`src/rtl/wait_for_graph_cycle_check_defines.svh`:
```
// Assertion macros shared by the wait-for graph cycle check RTL.
`ifndef WAIT_FOR_GRAPH_CYCLE_CHECK_DEFINES_SVH
`define WAIT_FOR_GRAPH_CYCLE_CHECK_DEFINES_SVH

// Same-cycle implication, checked on every rising edge outside reset.
`define WFGCC_ASSERT_NOW(name, clk, rst, ante, cons) \
  name: assert property (@(posedge clk) disable iff (rst) (ante) |-> (cons)) \
    else $error("wait-for graph check: same-cycle property failed");

// Next-cycle implication, checked on every rising edge outside reset.
`define WFGCC_ASSERT_NEXT(name, clk, rst, ante, cons) \
  name: assert property (@(posedge clk) disable iff (rst) (ante) |=> (cons)) \
    else $error("wait-for graph check: next-cycle property failed");

`endif

```
`src/rtl/wfgcc_pkg.sv`:
```
// Package with the field widths, item kind codes and default sizes of the cycle check.
package wfgcc_pkg;

  // Fixed widths of the word fields.
  localparam int KIND_W       = 2;
  localparam int PROC_FIELD_W = 4;
  localparam int RES_FIELD_W  = 4;

  // Item kinds.
  localparam logic [KIND_W-1:0] KIND_SET_WAIT  = 2'd0;
  localparam logic [KIND_W-1:0] KIND_SET_OWNER = 2'd1;
  localparam logic [KIND_W-1:0] KIND_QUERY     = 2'd2;

  // Default table sizes.
  localparam int DEF_NUM_PROCS = 16;
  localparam int DEF_NUM_RES   = 16;

  typedef logic [PROC_FIELD_W-1:0] proc_field_t;
  typedef logic [RES_FIELD_W-1:0]  res_field_t;

endpackage

```
`src/rtl/wait_for_graph_cycle_check.sv`:
```
// Wait-for graph deadlock checker: process and resource tables with a chain-walking sequencer.
//
// Usage. Input words arrive on item_valid / item_stall with fields kind, process_index,
// resource_index and entry_valid. A word is taken on a rising edge with item_valid high and
// item_stall low. Kind "set wait" writes one process entry, kind "set owner" writes one
// resource entry; neither produces a result. Kind "query" walks the wait chain from the
// named process and returns one word on result_valid / result_stall carrying deadlocked.
// Any other kind is dropped.
// Walk. A query holds item_stall high while it walks, so no new word is taken until its
// result has gone to the output register. Each hop of the chain is one registered read of
// the process table followed by one of the resource table, and the visited marks bound
// the walk to NUM_PROCS hops.
// Reset. rst (synchronous, active high) clears all wait and owner flags, so every process
// starts without an outgoing edge; no clearing pass is needed. The output register is
// emptied.
// Stalls. A result waits in the output register while result_stall is high; writes are
// still taken meanwhile, and a following query finishes its walk and then holds until
// the register frees up.
`include "wait_for_graph_cycle_check_defines.svh"

module wait_for_graph_cycle_check
  import wfgcc_pkg::*;
#(
  parameter int NUM_PROCS = DEF_NUM_PROCS,
  parameter int NUM_RES   = DEF_NUM_RES
) (
  input  logic                    clk,
  input  logic                    rst,
  input  logic                    item_valid,
  output logic                    item_stall,
  input  logic [KIND_W-1:0]       kind,
  input  logic [PROC_FIELD_W-1:0] process_index,
  input  logic [RES_FIELD_W-1:0]  resource_index,
  input  logic                    entry_valid,
  output logic                    result_valid,
  input  logic                    result_stall,
  output logic                    deadlocked
);

  localparam int PIDX_W = (NUM_PROCS > 1) ? $clog2(NUM_PROCS) : 1;
  localparam int RIDX_W = (NUM_RES > 1) ? $clog2(NUM_RES) : 1;

  // Sequencer states.
  localparam logic [2:0] S_IDLE   = 3'd0;
  localparam logic [2:0] S_RD_RES = 3'd1;
  localparam logic [2:0] S_CHECK  = 3'd2;
  localparam logic [2:0] S_DONE   = 3'd3;

  logic [2:0] state, state_next;
  logic       verdict, verdict_next;
  logic [NUM_PROCS-1:0] visited, visited_next;

  // Table storage. The flags reset; the index memories are only read behind a set flag.
  logic [NUM_PROCS-1:0] wait_flag;
  logic [NUM_RES-1:0]   owner_flag;
  res_field_t           awaited_mem [NUM_PROCS];
  proc_field_t          owner_mem   [NUM_RES];

  // Registered read data.
  logic        wflag_rd;
  logic        oflag_rd;
  res_field_t  res_rd;
  proc_field_t own_rd;

  logic [PIDX_W-1:0] proc_raddr;
  logic [RIDX_W-1:0] res_raddr;
  logic [PIDX_W-1:0] own_idx;

  logic item_accept;
  logic wr_proc, wr_res;
  logic p_in_range, wr_res_in_range, rd_res_in_range, own_in_range;
  logic slot_free;

  assign item_stall  = (state != S_IDLE);
  assign item_accept = item_valid && !item_stall;

  assign p_in_range      = 32'(process_index) < NUM_PROCS;
  assign wr_res_in_range = 32'(resource_index) < NUM_RES;
  assign rd_res_in_range = 32'(res_rd) < NUM_RES;
  assign own_in_range    = 32'(own_rd) < NUM_PROCS;

  assign wr_proc = item_accept && (kind == KIND_SET_WAIT) && p_in_range;
  assign wr_res  = item_accept && (kind == KIND_SET_OWNER) && wr_res_in_range;

  assign own_idx   = PIDX_W'(own_rd);
  assign res_raddr = RIDX_W'(res_rd);
  assign slot_free = !result_valid || !result_stall;

  // One hop of the walk is RD_RES (check the waiter, read the owner) followed by
  // CHECK (check the owner, test the visited marks, read the next process).
  always_comb begin
    state_next   = state;
    verdict_next = verdict;
    visited_next = visited;
    proc_raddr   = PIDX_W'(process_index);
    unique case (state)
      S_IDLE: begin
        if (item_accept && (kind == KIND_QUERY)) begin
          if (p_in_range) begin
            visited_next = '0;
            visited_next[PIDX_W'(process_index)] = 1'b1;
            state_next = S_RD_RES;
          end else begin
            verdict_next = 1'b0;
            state_next   = S_DONE;
          end
        end
      end
      S_RD_RES: begin
        if (!wflag_rd || !rd_res_in_range) begin
          verdict_next = 1'b0;
          state_next   = S_DONE;
        end else begin
          state_next = S_CHECK;
        end
      end
      S_CHECK: begin
        proc_raddr = own_idx;
        if (!oflag_rd || !own_in_range) begin
          verdict_next = 1'b0;
          state_next   = S_DONE;
        end else if (visited[own_idx]) begin
          verdict_next = 1'b1;
          state_next   = S_DONE;
        end else begin
          visited_next[own_idx] = 1'b1;
          state_next = S_RD_RES;
        end
      end
      S_DONE: begin
        if (slot_free) begin
          state_next = S_IDLE;
        end
      end
      default: begin
        state_next = S_IDLE;
      end
    endcase
  end

  always_ff @(posedge clk) begin
    if (rst) begin
      state        <= S_IDLE;
      visited      <= '0;
      result_valid <= 1'b0;
    end else begin
      state   <= state_next;
      visited <= visited_next;
      if (state == S_DONE && slot_free) begin
        result_valid <= 1'b1;
      end else if (!result_stall) begin
        result_valid <= 1'b0;
      end
    end
  end

  always_ff @(posedge clk) begin
    verdict <= verdict_next;
    if (state == S_DONE && slot_free) begin
      deadlocked <= verdict;
    end
  end

  // Flags reset at once and are read through registers alongside the memories.
  always_ff @(posedge clk) begin
    if (rst) begin
      wait_flag  <= '0;
      owner_flag <= '0;
    end else begin
      if (wr_proc) begin
        wait_flag[PIDX_W'(process_index)] <= entry_valid;
      end
      if (wr_res) begin
        owner_flag[RIDX_W'(resource_index)] <= entry_valid;
      end
    end
  end

  always_ff @(posedge clk) begin
    wflag_rd <= wait_flag[proc_raddr];
    oflag_rd <= owner_flag[res_raddr];
  end

  // Process table: awaited resource per process.
  always_ff @(posedge clk) begin
    if (wr_proc) begin
      awaited_mem[PIDX_W'(process_index)] <= resource_index;
    end
    res_rd <= awaited_mem[proc_raddr];
  end

  // Resource table: owning process per resource.
  always_ff @(posedge clk) begin
    if (wr_res) begin
      owner_mem[RIDX_W'(resource_index)] <= process_index;
    end
    own_rd <= owner_mem[res_raddr];
  end

  // A fresh result only ever comes out of the finishing state.
  `WFGCC_ASSERT_NOW(a_result_from_done, clk, rst, $rose(result_valid), $past(state) == S_DONE)
  // An in-range query starts its walk in the next cycle.
  `WFGCC_ASSERT_NEXT(a_query_starts_walk, clk, rst,
    item_accept && (kind == KIND_QUERY) && p_in_range, state == S_RD_RES)
  // While walking, at least the start process is marked.
  `WFGCC_ASSERT_NOW(a_walk_has_marks, clk, rst,
    (state == S_RD_RES) || (state == S_CHECK), visited != '0)
  // A hop that marks a new process grows the mark set by exactly one.
  `WFGCC_ASSERT_NEXT(a_one_mark_per_hop, clk, rst,
    (state == S_CHECK) && (state_next == S_RD_RES),
    $countones(visited) == $countones($past(visited)) + 1)

endmodule

```
`config.mk`:
```
export PLATFORM = sky130hd
export DESIGN_NAME = wait_for_graph_cycle_check
export DESIGN_NICKNAME = d
export VERILOG_FILES = /design/src/rtl/wfgcc_pkg.sv /design/src/rtl/wait_for_graph_cycle_check.sv
export VERILOG_INCLUDE_DIRS = /design/src /design/src/rtl
export SDC_FILE = /design/constraint.sdc
export NUM_CORES = 1
export LEC_CHECK = 0
export BUFFER_PORTS_ARGS = -buffer_cell sky130_fd_sc_hd__buf_4
export CAP_MARGIN = 0
export CORE_MARGIN = 2
export CORE_UTILIZATION = 25
export DETAILED_ROUTE_END_ITERATION = 6
export MAX_ROUTING_LAYER = met4
export PLACE_DENSITY_LB_ADDON = 0.08
export SKIP_CTS_REPAIR_TIMING = 1
export SYNTH_ARGS = -nofsm -noshare
export SYNTH_HDL_FRONTEND = slang
export SYNTH_SLANG_ARGS = --single-unit
```
`constraint.sdc`:
```
create_clock -name clk -period 2.4 [get_ports clk]
set_input_delay 0.12 -clock clk [delete_from_list [all_inputs] [get_ports clk]]
set_output_delay 0.12 -clock clk [all_outputs]
set_load 0.1 [all_outputs]
```
* After elaboration in Yosys (flattened, before gate mapping)
Memories as Yosys holds them, arrays and structs flattened. A register that Yosys moved wholly into a read port is not among the register bits.
Index checks and enable logic that the tools add are counted.
** Storage, ports and cells
- Register bits :: 56
- Latch bits :: 0
- Memory bits (writable) :: 128
- ROM bits :: 0
- Output and inout bits :: 3
- Word-level logic and storage cells :: 87
- Memories kept :: 2
** Operators by class
- Add/subtract/negate cells :: 0
- Multiply operators :: 0
- Divide/modulo/power cells :: 0
- Order comparisons :: 8
- Eq/ne operators :: 12
- Shifts and indexed selects :: 0
- Muxes and demuxes :: 35
- Bitwise operators :: 1
- Reductions and logical operators :: 20
** Memory list
- awaited_mem :: depth 16, width 4, rd ports 1, clocked after Yosys merged registers in 1, write ports 1, RTL line wait_for_graph_cycle_check.sv:56 : res_field_t awaited_mem [NUM_PROCS];
- owner_mem :: depth 16, width 4, rd ports 1, clocked after Yosys merged registers in 1, write ports 1, RTL line wait_for_graph_cycle_check.sv:57 : proc_field_t owner_mem [NUM_RES];
** Operators with widths (number)
- 2-to-1 mux 16 bit :: 3
- bitwise mux 16 bit :: 2
- case mux 16 bit (2 select lines) :: 1
- less-than comparator 4 x 5 -> 1 bit (second input constant) :: 5
- 2-to-1 mux 1 bit :: 16
- bitwise OR 16 bit :: 1
- binary-select mux 1 bit (select 4 bit) :: 3
- demux 1 bit (select 4 bit) :: 3
- >= comparator 4 x 1 -> 1 bit (second input constant) :: 3
- case mux 3 bit (4 select lines) :: 1
- inequality test 2 bit (second input constant) :: 5
- logical AND 1 bit :: 8
- == test 3 x 2 -> 1 bit (second input constant) :: 2
- 2-to-1 mux 3 bit :: 2
- 2-to-1 mux 2 bit :: 2
- 2-to-1 mux 4 bit :: 1
- AND reduction 4 bit :: 1
- nonzero test 2 bit :: 2
- == test 3 x 1 -> 1 bit (second input constant) :: 1
- zero test 1 bit :: 3
- zero test 3 bit :: 1
- inequality test 3 bit (second input constant) :: 1
- AND reduction 3 bit :: 1
- nonzero test 3 bit :: 1
- other kinds (7) :: 7

* Longest topological paths before layout
- Depth after elaboration :: 8
- Mapped depth :: 8

* Worst setup path after synthesis
OpenSTA, ideal clock, no wires.
- Path kind :: flip-flop to flip-flop
- From :: register state[0]
- To :: register res_rd[0] (netlist: res_raddr[0]) (read register of awaited_mem)
- Arrival time :: 1.983 ns
- Setup slack :: 0.297 ns
- Stages on the path, launching flop included :: 9
- Period minus slack after synthesis :: 2.103 ns
- Cells stage by stage :: dfxtp_1 > inv_1 > ha_1 > buf_2 > mux2i_1 > buf_1 > mux4_2 > a22oi_1 > nand2_1
** Between the ends
- Longest elaborated chain between the ends :: 2
** RTL lines
- start: declaration :: RTL line wait_for_graph_cycle_check.sv:49 : logic [2:0] state, state_next;
- start signal: assignment :: RTL line wait_for_graph_cycle_check.sv:147 : state <= state_next;
- == test 3 x 2 -> 1 bit :: RTL line wait_for_graph_cycle_check.sv:96 : unique case (state)
- 2-to-1 mux 4 bit :: RTL line wait_for_graph_cycle_check.sv:96
- end: declaration :: RTL line wait_for_graph_cycle_check.sv:62 : res_field_t res_rd;
Every way passes these cells.
A chain may end at the register's enable or synchronous reset.

* Worst setup path in the final report
- From :: register state[0]
- To :: register res_rd[1] (netlist: res_raddr[1]) (read register of awaited_mem)
Same word-level chain as after synthesis.

==> flow_summary.toml <==
[die]
core_mm2 = 0.0316
start_util_pct = 25.5
ios = 18
rows = 65
die_x_um = 184
die_height_um = 184
die-area_mm2 = 0.0337

[route]
drc = 0
drt-initial-drc-count = 396
dr_wl_met2_um = 10300
vias = 4984
ant_nets = 0
wl_per_cell_um = 20.1
firstDrtPassIters = 5
vias_per_cell = 4.74
wirelength_um = 21100
wl_met1_um = 10000
highest_layer = "met4"
wl_met3_um = 480

[power_and_ir_drop]
leakage_nw = 3.13
p_clk_share_pct = 33.5
p_total_mw = 8.67
p_int_mw = 6.00
p_comb_share_pct = 22.0
power.share.sequential_pct = 44.5
ir_drop_v = 0.000435
p_sw_share_pct = 30.7
p_sw_mw = 2.66
p_per_area_mw_per_mm2 = 899

[synth]
synth_top_area_share_pct = 48.4
seq_area_frac_synth_pct = 63.5
yosysTopAreaCell = "edfxtp_1"
syn-cell-area_mm2 = 0.00807
async_flop_share_pct = 0
synth_area_per_cell_um2 = 13.9
yosysUniqueCellTypes = 41
ys.flop_type = "edfxtp_1"
synth-warning-count = 0
synthTopCellsByArea = "edfxtp_1 (48%), dfxtp_1 (15%), mux4_2 (13%)"
yosys_register_bits = 191
synth_edf_count = 130
syn_inst = 579
syn-num-nets = 599

[worst_setup_path]
end_kind = "register"
crit_arrival_ns = 2.59
crit_fanout = 20
critPathLaunchType = "register"
critPathKind = "register to register"
worstPathRequired_ns = 2.72

[clock_network]
clkLatencyLatePin_ns = 0.44
cts_buffers = 17
path_clk_slew_ns = 0.08
cts_tree = "yes"
cts_sinks = 191
cts.path.max_buffers = 2
h-tree-depth = 4
root_buffer = "clkbuf_16"

[worst_hold_path]
hp-class = "input pin to register"

[place]
dpl.hpwl_um = 14300
gp_congestion = 0.728
io_buffers = 17
place_area_mm2 = 0.00901

[finish]
drive_gt1_share_pct = 25.1
area_growth_pct = 19.4
diodes = 0
mostFrequentLayoutCells = "edfxtp_1 (130), buf_4 (68), dfxtp_1 (61), nor2_1 (54), nand2_1 (53)"
layout_commonest_cell = "edfxtp_1"
fin_nets = 656
final_cell_area_mm2 = 0.00964

[global_route]
grt_first_pass_wirelength_um = 32500
grt_max_degree = 52
antenna_found_initial = 0
track_usage_pct = 13.5
grt_pass1_vias = 5180
grt_remaining_overflow = 0

[sta]
fmax_mhz = 440
timing.final.crit_period_ns = 2.27
finalSetupTns_ns = 0
finalSetupViolCount = 0
maxSlewHeadroom_pct = 27.3
hold_viol = 0
slew_violations = 0
finalCritPeriodShare_pct = 94.7
rsz0062_at_grt = "yes"
fin_skew_ns = 0.0184
tightest_slew_ns = 1.08

[run_status]
status = "finished clean"

[run]
cap_violations = 0
-- per-stage QoR --
| stage | std cells | utilization [%] | hold slack [ns] | worst slack [ns] |
|---|---|---|---|---|
| after floorplan | 579 | - | 0.219 | 0.297 |
| after global placement | 1018 | 28.5 | 0.382 | -0.0468 |
| after detailed placement | 1018 | 28.5 | 0.380 | 0.0275 |
| after CTS | 1050 | 30.4 | -0.0815 | 0.00667 |
| after global routing | 1051 | 30.5 | 0.0460 | -0.0144 |
| final | 1051 | 30.5 | 0.0547 | 0.126 |
-- kinds of logic (layout without fill, tap and decap cells) --
| family | after synthesis | after routing | synth area share, % |
|---|---|---|---|
| compound gates | 117 | 117 | 9.76 |
| fa+ha+maj | 5 | 5 | 0.775 |
| buf+inv | 55 | 125 | 3.05 |
| flops | 191 | 191 | 63.5 |
| mux | 60 | 60 | 14.4 |
| simple gates | 151 | 151 | 8.51 |
-- cell usage after synthesis (2+ instances only) --
cell and n:
dfxtp_1 61, a21oi_1 33, nor3_1 8, and2b_1 2, edfxtp_1 130, o221a_1 16
o21ai_0 32, nand3_1 9, buf_2 4, inv_1 20, buf_6 3, a22oi_1 10
buf_1 3, mux2i_1 15, or2_2 2, nand3b_1 6, clkbuf_1 21, nor2_1 54
a22o_1 3, a21boi_0 2, ha_1 5, nand2_1 53, mux4_2 45, a31oi_1 16
buf_4 3, nand2b_1 8
-- critical path, cell delays in order, from the launching register on --
cell and delay (ns):
dfxtp_1 0.35, inv_1 0.15, ha_2 0.27, mux2i_4 0.26, buf_12 0.23, mux4_2 0.52, a22oi_1 0.28, nand2_1 0.08
-- sequential cells by signal, summed over array words and instances, names as in the netlist, 2 cells and up --
name and flops:
awaited_mem 64, own_idx 4, owner_flag 16, owner_mem 64, res_raddr 4, state 2, visited 16, wait_flag 16
-- area by class of cell --
| type | count | area [um^2] |
|---|---|---|
| fill | 3148 | 22000 |
| sequential | 191 | 5120 |
| clock buffer | 17 | 425 |
| timing repair buffer | 73 | 601 |
| tap | 402 | 503 |
| inverter | 20 | 75.1 |
| multi-input combinational | 333 | 2730 |
| clock inverter | 15 | 184 |
-- power by group through the flow --
| stage | clock, mW | sequential, mW | combinational (mW) |
|---|---|---|---|
| after detailed placement | 0 | 3.93 | 1.94 |
| after floorplan | 0 | 3.81 | 1.36 |
| after global routing | 3.15 | 3.87 | 2.07 |
| final | 2.90 | 3.85 | 1.91 |
| after CTS | 3.00 | 3.86 | 1.95 |
| after global placement | 0 | 3.93 | 1.93 |
-- per-layer routing --
layer  global-route usage (%)  vias up
li1                         -     2323
met1                     17.4     2571
met2                     22.0       74
met3                     2.22       16
met4                     4.00        0
met5                        -        -
-- worst paths after layout --
kind               startpoint                to  slack [ns]  cells after the start
min reg2reg     wait_flag[10]     wait_flag[10]        0.47                      2
min          process_index[2]  owner_mem[14][2]        0.05                      1
max                  state[0]      res_raddr[1]        0.13                      7
max reg2reg          state[0]      res_raddr[1]        0.13                      7
No activity file was read; power rests on OpenSTA's default activity.
